**src/design/qtpl_pkg.sv**
```systemverilog
// shared constants, widths and types of the quantized track path length block
// used by qtpl_scale and quantized_track_path_length; depends on nothing
package qtpl_pkg;

  localparam int MAX_RECORDS = 16;
  localparam int SLOT_W      = $clog2(MAX_RECORDS + 1);

  localparam int COORD_W = 16;
  localparam int EXT_W   = 32;
  localparam int SUM_W   = 32;
  localparam int OUT_W   = 40;
  localparam int RAD_W   = 35;
  localparam int ROOT_W  = 17;

  // scaling by extent / (256 * 32767), rounded half up
  localparam int PROD_W      = 2 * EXT_W;
  localparam int SCALE_SHIFT = 8;
  localparam int DIV_W       = PROD_W - SCALE_SHIFT;
  localparam int REM_W       = 16;
  localparam logic [PROD_W-1:0] SCALE_HALF    = PROD_W'(64'd4194176);
  localparam logic [REM_W-1:0]  SCALE_DIVISOR = REM_W'(16'd32767);

  // configuration register indexes
  localparam int CFG_IDX_W = 2;
  localparam logic [CFG_IDX_W-1:0] REG_POS_EXTENT  = CFG_IDX_W'(0);
  localparam logic [CFG_IDX_W-1:0] REG_TIME_EXTENT = CFG_IDX_W'(1);

  localparam logic [EXT_W-1:0] EXTENT_RESET = EXT_W'(32'd65536);

  typedef struct packed {
    logic busy;
    logic done;
  } scale_stat_t;

endpackage

```
**src/design/quantized_track_path_length.sv**
```systemverilog
// top level of the quantized track path length block: record sequencer and root unit
// depends on qtpl_pkg and qtpl_scale
//
// Takes one photon's step records and, at its final slot, gives path length, first-to-last
// distance and duration. A record is taken only while the sequencer is idle. An unset
// record or the first set record of a photon goes straight to the slot check; every later
// set record first passes the squared-difference sum over three coordinates and the
// 18-step bit-serial square root of a 35-bit radicand. The final slot adds the end-distance
// root, three passes through the serial scaling unit (shift-add multiply, a rounding step,
// restoring divide by 32767, start and done hand-off) and the output state; a photon
// without any set record skips the root and the scaling and gives zeros. The result sits
// in an output register, so the next record is taken while it waits; a new result waits
// only if the previous one is still not taken. Configuration writes are taken in every
// cycle.
module quantized_track_path_length (
  input  logic                               clk,
  input  logic                               rst_n,
  input  logic                               in_tvalid,
  output logic                               in_tready,
  input  logic [63:0]                        in_tdata,   // pos_x, pos_y, pos_z, time_code
  input  logic                               in_tuser,   // record_unset
  input  logic                               in_tlast,   // last_record
  output logic                               out_tvalid,
  input  logic                               out_tready,
  output logic [119:0]                       out_tdata,  // path_length, end_distance,
                                                         // path_duration
  input  logic                               cfg_valid,
  output logic                               cfg_ready,
  input  logic [qtpl_pkg::CFG_IDX_W-1:0]     cfg_index,
  input  logic [qtpl_pkg::EXT_W-1:0]         cfg_data
);

  localparam int CW = qtpl_pkg::COORD_W;

  localparam logic [2:0] ST_IDLE    = 3'd0;
  localparam logic [2:0] ST_SQ      = 3'd1;
  localparam logic [2:0] ST_ROOT    = 3'd2;
  localparam logic [2:0] ST_CHK     = 3'd3;
  localparam logic [2:0] ST_SC_GO   = 3'd4;
  localparam logic [2:0] ST_SC_WAIT = 3'd5;
  localparam logic [2:0] ST_OUT     = 3'd6;

  localparam logic [1:0] SEL_LEN = 2'd0;
  localparam logic [1:0] SEL_END = 2'd1;
  localparam logic [1:0] SEL_DUR = 2'd2;

  localparam logic [qtpl_pkg::RAD_W-1:0] ROOT_BIT_INIT =
    qtpl_pkg::RAD_W'(1) << (qtpl_pkg::RAD_W - 1);

  logic [2:0]                          state_r;
  logic [qtpl_pkg::EXT_W-1:0]          pos_ext_r;
  logic [qtpl_pkg::EXT_W-1:0]          time_ext_r;

  logic signed [CW-1:0]                cur_r   [3];
  logic signed [CW-1:0]                prev_r  [3];
  logic signed [CW-1:0]                first_r [3];
  logic signed [CW-1:0]                cur_t_r;
  logic signed [CW-1:0]                first_t_r;
  logic signed [CW-1:0]                last_t_r;

  logic                                end_r;
  logic                                have_r;
  logic                                end_mode_r;
  logic [qtpl_pkg::SLOT_W-1:0]         slot_r;
  logic [qtpl_pkg::SUM_W-1:0]          len_sum_r;
  logic [1:0]                          sq_idx_r;
  logic [qtpl_pkg::RAD_W-1:0]          num_r;
  logic [qtpl_pkg::RAD_W-1:0]          res_r;
  logic [qtpl_pkg::RAD_W-1:0]          bit_r;
  logic [qtpl_pkg::ROOT_W-1:0]         root_r;
  logic [1:0]                          sel_r;
  logic [qtpl_pkg::OUT_W-1:0]          len_q_r;
  logic [qtpl_pkg::OUT_W-1:0]          end_q_r;
  logic [qtpl_pkg::OUT_W-1:0]          dur_q_r;
  logic                                out_tvalid_r;
  logic [119:0]                        out_data_r;

  logic                                in_xfer;
  logic [qtpl_pkg::SLOT_W-1:0]         slot_nxt;
  logic signed [CW-1:0]                op_a;
  logic signed [CW-1:0]                op_b;
  logic [CW:0]                         diff;
  logic [CW:0]                         diff_mag;
  logic [2*CW-1:0]                     sq_val;
  logic [qtpl_pkg::RAD_W-1:0]          trial;
  logic                                take;
  logic [qtpl_pkg::RAD_W-1:0]          num_nxt;
  logic [qtpl_pkg::RAD_W-1:0]          res_nxt;
  logic [qtpl_pkg::SUM_W:0]            len_acc;
  logic [CW:0]                         dt;
  logic                                dt_neg;
  logic [CW:0]                         dt_mag;
  logic                                sc_start;
  logic [qtpl_pkg::EXT_W-1:0]          sc_s;
  logic [qtpl_pkg::EXT_W-1:0]          sc_e;
  qtpl_pkg::scale_stat_t               sc_stat;
  logic [qtpl_pkg::OUT_W-1:0]          sc_quot;
  logic                                out_load;

  assign in_tready = (state_r == ST_IDLE);
  assign in_xfer   = in_tvalid && in_tready;
  assign cfg_ready = 1'b1;
  assign slot_nxt  = slot_r + 1'b1;

  // squared difference of one coordinate, a step or the first-to-last span
  always_comb begin
    op_a     = end_mode_r ? prev_r[sq_idx_r]  : cur_r[sq_idx_r];
    op_b     = end_mode_r ? first_r[sq_idx_r] : prev_r[sq_idx_r];
    diff     = {op_a[CW-1], op_a} - {op_b[CW-1], op_b};
    diff_mag = diff[CW] ? ((CW+1)'(0) - diff) : diff;
    sq_val   = diff_mag[CW-1:0] * diff_mag[CW-1:0];
  end

  // one result bit of the square root per cycle
  always_comb begin
    trial   = res_r + bit_r;
    take    = (num_r >= trial);
    num_nxt = take ? (num_r - trial) : num_r;
    res_nxt = take ? ((res_r >> 1) + bit_r) : (res_r >> 1);
    len_acc = {1'b0, len_sum_r} + (qtpl_pkg::SUM_W+1)'(res_nxt[qtpl_pkg::ROOT_W-1:0]);
  end

  always_comb begin
    dt     = {last_t_r[CW-1], last_t_r} - {first_t_r[CW-1], first_t_r};
    dt_neg = dt[CW];
    dt_mag = dt_neg ? ((CW+1)'(0) - dt) : dt;
  end

  always_comb begin
    sc_start = (state_r == ST_SC_GO);
    case (sel_r)
      SEL_LEN: begin
        sc_s = len_sum_r;
        sc_e = pos_ext_r;
      end
      SEL_END: begin
        sc_s = qtpl_pkg::EXT_W'(root_r);
        sc_e = pos_ext_r;
      end
      default: begin
        sc_s = qtpl_pkg::EXT_W'(dt_mag);
        sc_e = time_ext_r;
      end
    endcase
  end

  assign out_load = (state_r == ST_OUT) && (!out_tvalid_r || out_tready);

  qtpl_scale u_scale (
    .clk    (clk),
    .rst_n  (rst_n),
    .start  (sc_start),
    .mult_s (sc_s),
    .mult_e (sc_e),
    .stat   (sc_stat),
    .quot   (sc_quot)
  );

  // control state
  always_ff @(posedge clk) begin
    if (!rst_n) begin
      state_r      <= ST_IDLE;
      pos_ext_r    <= qtpl_pkg::EXTENT_RESET;
      time_ext_r   <= qtpl_pkg::EXTENT_RESET;
      have_r       <= 1'b0;
      len_sum_r    <= '0;
      slot_r       <= '0;
      out_tvalid_r <= 1'b0;
    end else begin
      if (cfg_valid) begin
        case (cfg_index)
          qtpl_pkg::REG_POS_EXTENT:  pos_ext_r  <= cfg_data;
          qtpl_pkg::REG_TIME_EXTENT: time_ext_r <= cfg_data;
          default: ;
        endcase
      end

      if (out_load) begin
        out_tvalid_r <= 1'b1;
      end else if (out_tready) begin
        out_tvalid_r <= 1'b0;
      end

      case (state_r)
        ST_IDLE: begin
          if (in_xfer) begin
            slot_r <= slot_nxt;
            if (!in_tuser && have_r) begin
              state_r <= ST_SQ;
            end else begin
              if (!in_tuser) begin
                have_r <= 1'b1;
              end
              state_r <= ST_CHK;
            end
          end
        end
        ST_SQ: begin
          if (sq_idx_r == 2'd2) begin
            state_r <= ST_ROOT;
          end
        end
        ST_ROOT: begin
          if (bit_r[0]) begin
            if (end_mode_r) begin
              state_r <= ST_SC_GO;
            end else begin
              len_sum_r <= len_acc[qtpl_pkg::SUM_W] ? '1 : len_acc[qtpl_pkg::SUM_W-1:0];
              state_r   <= ST_CHK;
            end
          end
        end
        ST_CHK: begin
          if (!end_r) begin
            state_r <= ST_IDLE;
          end else if (have_r) begin
            state_r <= ST_SQ;
          end else begin
            state_r <= ST_OUT;
          end
        end
        ST_SC_GO: state_r <= ST_SC_WAIT;
        ST_SC_WAIT: begin
          if (sc_stat.done) begin
            state_r <= (sel_r == SEL_DUR) ? ST_OUT : ST_SC_GO;
          end
        end
        ST_OUT: begin
          if (out_load) begin
            have_r       <= 1'b0;
            len_sum_r    <= '0;
            slot_r       <= '0;
            state_r      <= ST_IDLE;
          end
        end
        default: state_r <= ST_IDLE;
      endcase
    end
  end

  // datapath registers
  always_ff @(posedge clk) begin
    case (state_r)
      ST_IDLE: begin
        if (in_xfer) begin
          for (int k = 0; k < 3; k++) begin
            cur_r[k] <= in_tdata[CW*k +: CW];
          end
          cur_t_r    <= in_tdata[CW*3 +: CW];
          end_r      <= in_tlast || (slot_nxt == qtpl_pkg::SLOT_W'(qtpl_pkg::MAX_RECORDS));
          end_mode_r <= 1'b0;
          num_r      <= '0;
          sq_idx_r   <= '0;
          if (!in_tuser && !have_r) begin
            for (int k = 0; k < 3; k++) begin
              first_r[k] <= in_tdata[CW*k +: CW];
              prev_r[k]  <= in_tdata[CW*k +: CW];
            end
            first_t_r <= in_tdata[CW*3 +: CW];
            last_t_r  <= in_tdata[CW*3 +: CW];
          end
        end
      end
      ST_SQ: begin
        num_r    <= num_r + qtpl_pkg::RAD_W'(sq_val);
        sq_idx_r <= sq_idx_r + 1'b1;
        res_r    <= '0;
        bit_r    <= ROOT_BIT_INIT;
      end
      ST_ROOT: begin
        num_r <= num_nxt;
        res_r <= res_nxt;
        bit_r <= bit_r >> 2;
        if (bit_r[0]) begin
          if (end_mode_r) begin
            root_r <= res_nxt[qtpl_pkg::ROOT_W-1:0];
            sel_r  <= SEL_LEN;
          end else begin
            for (int k = 0; k < 3; k++) begin
              prev_r[k] <= cur_r[k];
            end
            last_t_r <= cur_t_r;
          end
        end
      end
      ST_CHK: begin
        end_mode_r <= 1'b1;
        num_r      <= '0;
        sq_idx_r   <= '0;
        // photon without any set record
        len_q_r    <= '0;
        end_q_r    <= '0;
        dur_q_r    <= '0;
      end
      ST_SC_WAIT: begin
        if (sc_stat.done) begin
          sel_r <= sel_r + 1'b1;
          case (sel_r)
            SEL_LEN: len_q_r <= sc_quot;
            SEL_END: end_q_r <= sc_quot;
            default: dur_q_r <= dt_neg ? (qtpl_pkg::OUT_W'(0) - sc_quot) : sc_quot;
          endcase
        end
      end
      ST_OUT: begin
        if (out_load) begin
          out_data_r <= {dur_q_r, end_q_r, len_q_r};
        end
      end
      default: ;
    endcase
  end

  assign out_tvalid = out_tvalid_r;
  assign out_tdata  = out_data_r;

endmodule

```
**src/design/qtpl_scale.sv**
```systemverilog
// bit-serial multiply by an extent and divide by 256 * 32767 with rounding
// shift-add multiply, restoring divide; depends on qtpl_pkg
module qtpl_scale (
  input  logic                          clk,
  input  logic                          rst_n,
  input  logic                          start,
  input  logic [qtpl_pkg::EXT_W-1:0]    mult_s,
  input  logic [qtpl_pkg::EXT_W-1:0]    mult_e,
  output qtpl_pkg::scale_stat_t         stat,
  output logic [qtpl_pkg::OUT_W-1:0]    quot
);

  localparam int CNT_W = $clog2(qtpl_pkg::DIV_W);

  localparam logic [1:0] SC_IDLE = 2'd0;
  localparam logic [1:0] SC_MUL  = 2'd1;
  localparam logic [1:0] SC_ADD  = 2'd2;
  localparam logic [1:0] SC_DIV  = 2'd3;

  logic [1:0]                      state_r;
  logic [CNT_W-1:0]                cnt_r;
  logic                            done_r;
  logic [qtpl_pkg::EXT_W-1:0]      mcand_r;
  logic [qtpl_pkg::EXT_W-1:0]      hi_r;
  logic [qtpl_pkg::EXT_W-1:0]      lo_r;
  logic [qtpl_pkg::DIV_W-1:0]      dq_r;
  logic [qtpl_pkg::REM_W-1:0]      rem_r;
  logic [qtpl_pkg::OUT_W-1:0]      q_r;

  logic [qtpl_pkg::EXT_W:0]        mul_sum;
  logic [qtpl_pkg::PROD_W-1:0]     rounded;
  logic [qtpl_pkg::REM_W:0]        trial;
  logic                            ge;
  logic [qtpl_pkg::REM_W-1:0]      rem_nxt;
  logic [qtpl_pkg::DIV_W-1:0]      dq_nxt;

  always_comb begin
    mul_sum = {1'b0, hi_r} + (lo_r[0] ? {1'b0, mcand_r} : '0);
    rounded = {hi_r, lo_r} + qtpl_pkg::SCALE_HALF;
    trial   = {rem_r, dq_r[qtpl_pkg::DIV_W-1]};
    ge      = (trial >= {1'b0, qtpl_pkg::SCALE_DIVISOR});
    rem_nxt = ge ? qtpl_pkg::REM_W'(trial - {1'b0, qtpl_pkg::SCALE_DIVISOR})
                 : trial[qtpl_pkg::REM_W-1:0];
    dq_nxt  = {dq_r[qtpl_pkg::DIV_W-2:0], ge};
  end

  always_ff @(posedge clk) begin
    if (!rst_n) begin
      state_r <= SC_IDLE;
      cnt_r   <= '0;
      done_r  <= 1'b0;
    end else begin
      done_r <= 1'b0;
      case (state_r)
        SC_IDLE: begin
          if (start) begin
            state_r <= SC_MUL;
            cnt_r   <= '0;
          end
        end
        SC_MUL: begin
          cnt_r <= cnt_r + 1'b1;
          if (cnt_r == CNT_W'(qtpl_pkg::EXT_W - 1)) begin
            state_r <= SC_ADD;
          end
        end
        SC_ADD: begin
          state_r <= SC_DIV;
          cnt_r   <= '0;
        end
        SC_DIV: begin
          cnt_r <= cnt_r + 1'b1;
          if (cnt_r == CNT_W'(qtpl_pkg::DIV_W - 1)) begin
            state_r <= SC_IDLE;
            done_r  <= 1'b1;
          end
        end
        default: state_r <= SC_IDLE;
      endcase
    end
  end

  // datapath, no reset needed
  always_ff @(posedge clk) begin
    case (state_r)
      SC_IDLE: begin
        if (start) begin
          mcand_r <= mult_e;
          hi_r    <= '0;
          lo_r    <= mult_s;
        end
      end
      SC_MUL: begin
        hi_r <= mul_sum[qtpl_pkg::EXT_W:1];
        lo_r <= {mul_sum[0], lo_r[qtpl_pkg::EXT_W-1:1]};
      end
      SC_ADD: begin
        dq_r  <= rounded[qtpl_pkg::PROD_W-1:qtpl_pkg::SCALE_SHIFT];
        rem_r <= '0;
      end
      SC_DIV: begin
        dq_r  <= dq_nxt;
        rem_r <= rem_nxt;
        if (cnt_r == CNT_W'(qtpl_pkg::DIV_W - 1)) begin
          // saturate when the quotient runs past the output width
          q_r <= (|dq_nxt[qtpl_pkg::DIV_W-1:qtpl_pkg::OUT_W]) ? '1
                                                           : dq_nxt[qtpl_pkg::OUT_W-1:0];
        end
      end
      default: ;
    endcase
  end

  assign stat.busy = (state_r != SC_IDLE);
  assign stat.done = done_r;
  assign quot      = q_r;

endmodule
```
**config.mk**
```make
export PLATFORM = sky130hd
export DESIGN_NAME = quantized_track_path_length
export DESIGN_NICKNAME = d
export VERILOG_FILES = /design/src/design/qtpl_pkg.sv /design/src/design/quantized_track_path_length.sv /design/src/design/qtpl_scale.sv
export SDC_FILE = /design/constraint.sdc
export NUM_CORES = 2
export LEC_CHECK = 0
export ABC_AREA = 1
export BUFFER_PORTS_ARGS = -buffer_cell sky130_fd_sc_hd__buf_4
export CORE_ASPECT_RATIO = 0.7
export CORE_MARGIN = 5
export CORE_UTILIZATION = 59
export DETAILED_ROUTE_END_ITERATION = 10
export HOLD_SLACK_MARGIN = 0.1
export PLACE_DENSITY_LB_ADDON = 0.2
export SYNTH_ARGS = -nofsm -noshare
export SYNTH_HDL_FRONTEND = slang
export SYNTH_SLANG_ARGS = --single-unit
```
**constraint.sdc**
```tcl
create_clock -name clk -period 13.2 [get_ports clk]
set_input_delay 2.64 -clock clk [delete_from_list [all_inputs] [get_ports clk]]
set_output_delay 2.64 -clock clk [all_outputs]
set_load 0.01 [all_outputs]
```
---- Word level (Yosys, flattened, before mapping) ----
Memory sizes are Yosys's and may differ from the RTL's. A register that Yosys moved wholly into a read port is not among the register bits.
Index checks and enable logic that the tools add are counted.
cells by class
  $add $sub $neg .......................... 17
  multiply operators ...................... 1
  order comparisons ....................... 2
  equal/unequal tests ..................... 33
  mux-type cells .......................... 93
  bitwise operators ....................... 3
  reduce and logical (&&, ||, !) cells .... 51
operators by type and width
  kind                    number
  $mux 40                 7
  $mux 32                 8
  $pmux 32 s2             4
  $pmux 40 s2             3
  $mux 16                 11
  $pmux 35 s2             2
  $pmux 35 s4             1
  $pmux 56 s2             1
  $mux 35                 3
  $add 64x22->64 const B  1
  $pmux 16 s2             2
  $sub 1x40->40 const A   1
  $add 34x35->35          1
  $add 35x32->35          1
  $add 35x35->35          1
  $ge 35x35->1            1
  $sub 35x35->35          1
  $sub 16x16->17          2
  $add 32x17->33          1
  $add 32x33->33          1
  $mul 16x16->32          1
  $mux 2                  12
  $mux 3                  8
  $ne 2x2->1 const B      12
  42 further kinds        114
word-level totals
  register bits ........................... 739
  RAM bits ................................ 144
  bits of input ports ..................... 105
  output and inout bits ................... 123
  logic and storage cells ................. 234
  memories kept ........................... 3
memories
  name     depth  width  read ports  clocked after Yosys merged registers in  write ports  line                               text
  cur_r    3      16     4           1                                        3            quantized_track_path_length.sv:54  logic signed [CW-1:0] cur_r [3];
  first_r  3      16     1           1                                        3            quantized_track_path_length.sv:56  logic signed [CW-1:0] first_r [3];
  prev_r   3      16     1           1                                        3            quantized_track_path_length.sv:55  logic signed [CW-1:0] prev_r [3];

---- Longest topological paths before layout ----
  word-level depth ........................ 8
  mapped depth ............................ 52
  mapped depth without buffers ............ 50

---- By module ----
Synthesis repeated with hierarchy kept, for this count alone.
unflattened totals
  cell total of the unflattened synthesis .. 6,758
  area, all modules ....................... 56,414.1 um^2
modules (own cells, without submodules)
  module                       instances  cells each  area an instance (um^2)  seq. area each (um^2)
  quantized_track_path_length  1          5,013       43,193.9                 18,467.7
  qtpl_scale                   1          1,745       13,220.2                 6,426.2

---- Worst setup path before layout ----
No wires, ideal clock.
  path kind ............................... input port to flip-flop
  start point ............................. input out_tready
  end point ............................... register slot_r[2] (netlist bit)
  setup time .............................. 0.304 ns
  data arrival time ....................... 8.302 ns
  required time ........................... 12.896 ns
  setup slack ............................. 4.594 ns
  stages on the path ...................... 5
  path buffers ............................ 0
  path through ............................ nor2_1 > nor2_1 > inv_1 > nand2_1 > a211oi_1
on the way
  word-level cells in the longest chain between the ends .. 4
RTL lines
  element                     line                                text
  start, declared             quantized_track_path_length.sv:24   input logic out_tready,
  $logic_or 1x1->1            quantized_track_path_length.sv:147  assign out_load = (state_r == ST_OUT) && (!out_tvalid_r || out_tready);
  $logic_and 1x1->1           quantized_track_path_length.sv:147
  named net out_load          quantized_track_path_length.sv:98   logic out_load;
  $ne 2x2->1 (no line)        -
  $reduce_and 3->1 (no line)  -
  end signal, assigned        quantized_track_path_length.sv:187  slot_r <= slot_nxt;
  end, declared               quantized_track_path_length.sv:64   logic [qtpl_pkg::SLOT_W-1:0] slot_r;
The timed path passes the listed nets, and every way through them passes these cells.
A chain may end at the register's enable or synchronous reset.

==> summary.txt <==
Outcome
  • Status: finished clean

Yosys
  • Cell taking the most area after synthesis: edfxtp_1
  • Simple-gate share of the synthesized area: approximately a fifth
  • FFs w/ async S/R, synth: 0%
  • Largest family of logic cells by synthesized area: simple AND/OR/NAND/NOR gates
  • EDFF count, synth: 751
  • Largest cells by area after synthesis: edfxtp_1, nand2_1, fa_1, inv_1, ha_1
  • Distinct cells, synth: between 60 and 70
  • Mapped Area: around 55000 um2
  • Most used DFF post-synth: edfxtp_1
  • Synth Area in Adders: a little over an eighth
  • Ys Warns: 0
  • Mux contribution to synthesized area: 0%
  • Compound-Gate Fraction of Synth Area: between 10% and 20%
  • Synthesized area per cell: around 8.6 um2
  • Sequential share of the synthesized area: between 40 and 50%
  • XOR/XNOR Fraction of Synth Area: under 10%
  • Cell count after synthesis: about 6400
  • Commonest cells post-synth: nand2_1, inv_1, edfxtp_1
  • Syn_nets: slightly below 7000
  • #FFs+latches synth: a little under 900
  • Most common cell in the netlist: nand2_1
  • Yosys top cell area share: between 40 and 50%

Layout
  • Area grow syn2layout: 10.4%
  • Final net count: about 7100
  • Share of layout cells above drive strength 1: ~7.5%
  • Antenna Cells: 0
  • Fin area: approximately 61000 um2

Critical path
  • CP Class: register to register
  • Register-to-register setup slack: roughly 2.6 ns
  • Worst Path Buf+Inv: 7
  • Worst setup EP type: register
  • Worst EP arrival: roughly 11 ns
  • CP startpoint kind: register
  • Master of the slowest instance on the critical path: dfxtp_2
  • Most frequent CP cell: fa_1
  • Cell depth of the worst setup path: 40
  • Max Fanout on Critical Path: 51
  • Critical Path End: num_r[25]
  • Worst EP required: 13.63 ns
  • Slowest stage delay, CP: slightly below 1 ns
  • R2r endpoint: num_r[25]
  • Top Family by Delay on Critical Path: adder cells
  • Worst Reg-to-Reg Cells: 40

Detailed routing
  • Routed WL: roughly 150000 um
  • Via count: roughly 45000
  • Wire length per cell: around 19 um
  • Vias per Instance: approximately 5.7
  • DRT iter0 DRCs: 5491
  • Initial DRT Pass Iterations: 6
  • DRC: 0
  • ANT nets after route: 0

Global route
  • Initial antenna violation count: 0
  • First-pass GRT wire length: roughly 240000 um
  • Largest net degree at the start of global routing: 78
  • GR Overflow Total: 0
  • Vias in the first global route: 41900
  • Gr usage total: 30.2%

Die
  • FP Rows: a little over 90
  • Chip Width: between 300 and 400 um
  • Die Area: a little under 100000 um2
  • Die H: roughly 270 um
  • Io pins: approximately 230
  • Initial Utilization: between 50% and 60%
  • Core area: ~90000 um2

Timing
  • RSZ-0062 raised after global routing: no
  • Slew headroom: ~17%
  • Clk_skew: between 0.03 and 0.04 ns
  • Setup TNS: 0 ns
  • Min Clock Period, post-route: approximately 11 ns
  • Final Hold Viols: 0
  • Final worst-path cycle share: between 80% and 90%
  • Setup violators final: 0
  • Slew Limit Fails: 0
  • Fmax: 0.0946 GHz
  • Worst-Margin Slew: 1.23 ns

Clock tree
  • CTS Buf Count: 84
  • Clk buf depth: 3
  • CTS tree: yes
  • Clock Root Buffer: clkbuf_16
  • Postcts setup bufs: 0
  • H-tree depth: 3
  • Clock-pin transition on the worst setup and hold timing paths: about 0.070 ns
  • Worst skew pair latency: 0.68 ns
  • Post-CTS Hold Fix Bufs: 0
  • CTS resizes: 0
  • Clk sinks: 868

Placed design
  • Placement Cell Area: 57900 um2
  • I/O Buffers: 226
  • Gp weighted congestion: approximately 1
  • Dpl hpwl: about 120000 um

Min path
  • Hold path start: len_q_r[22]
  • Worst hold path class: register to register

Job
  • Max-Cap Viols: 0
worst register-to-register path, delay by kind of cell (launching register included):
| kind | cells | cell delay, ns |
|---|---|---|
| AOI/OAI and AO/OA | 8 | 1.69 |
| xor gates and xnor gates | 1 | 0.86 |
| adders and majority gates | 9 | 3.96 |
| buffers and inverters | 7 | 1.33 |
| DFF | 1 | 0.98 |
| and+or+nand+nor | 15 | 1.50 |
kinds of logic (layout without fill, tap and decap cells):
| kind of cell | after synthesis | after routing |
|---|---|---|
| AND/OR/NAND/NOR | 2641 | 2641 |
| AO/OA/AOI/OAI | 1062 | 1062 |
| XOR/XNOR | 159 | 159 |
| other | 1 | 1 |
| adder cells (fa/ha/maj) | 472 | 472 |
| flip-flops | 868 | 868 |
| buffers and inverters | 1163 | 1419 |
cell type report:
cell class	count	area (um2)
tap	1235	1550
fill	7585	31600
sequential	868	24900
timing repair buffer	267	2000
clock inverter	43	482
inverter	998	3750
multi-input combinational	4335	25700
clock buffer	111	2250
sequential cells by signal, summed over array words and instances, names as in the netlist, 35 cells and up, named ones only:
name          flops
cur_r            48
end_q_r          40
prev_r           48
first_r          48
len_q_r          40
u_scale.dq_r     56
dur_q_r          40
u_scale.quot     40
out_tdata       120
num_r            35
res_r            35
worst min path at each step:
stage	end	slack [ns]	cells after the start
5_1_grt	out_tdata[85]	0.42	0
6_report	out_tdata[22]	0.41	0
2_1_floorplan	out_tdata[0]	0.40	0
4_1_cts	out_tdata[85]	0.42	0
3_5_place_dp	out_tdata[117]	0.40	0
3_3_place_gp	out_tdata[40]	0.40	0
placed cells by master (no fill, tap or decap), types with 8 or more instances in the layout:
cell type and n:
nor2_1 715, nand3b_1 9, or2_2 20, nand2_2 16, a21oi_1 346, nor3_1 93, nor2_4 11, ha_1 273
nand2_1 1398, a221oi_1 15, dfxtp_1 116, clkbuf_16 85, a21o_1 15, o21ai_0 484, edfxtp_1 751, clkinv_1 15
buf_4 267, a31oi_1 36, inv_1 968, inv_2 25, nor4_1 30, xor2_1 107, clkinv_2 12, xnor2_1 48
nand4_1 68, o211ai_1 39, clkbuf_1 23, fa_1 198, nand3_1 243, o22ai_1 16, o31ai_1 14, o21bai_1 18
nor2_2 8, o21a_1 24, a211oi_1 11
through the flow:
stage	std cells	setup slack [ns]	hold slack [ns]	util (%)
6_report	7857	2.63	0.414	65.8
5_1_grt	7857	1.87	0.420	65.8
4_1_cts	7857	2.78	0.415	65.8
3_5_place_dp	7703	2.81	0.405	62.8
3_3_place_gp	7703	2.96	0.401	62.8
2_1_floorplan	6366	4.59	0.400	-
metal layers:
metal,vias up,wire length [um],track usage (%),share of wire [%]
li1,21400,-,-,-
met4,0,2350,5.47,1.5
met1,21000,71900,49.1,47
met5,-,0,0,0
met2,2167,58400,40.0,38
met3,176,19100,8.73,13
Power is left out: the tool's default activity adds up to more than one toggle a clock period on the data nets, which glitch-free logic cannot reach.
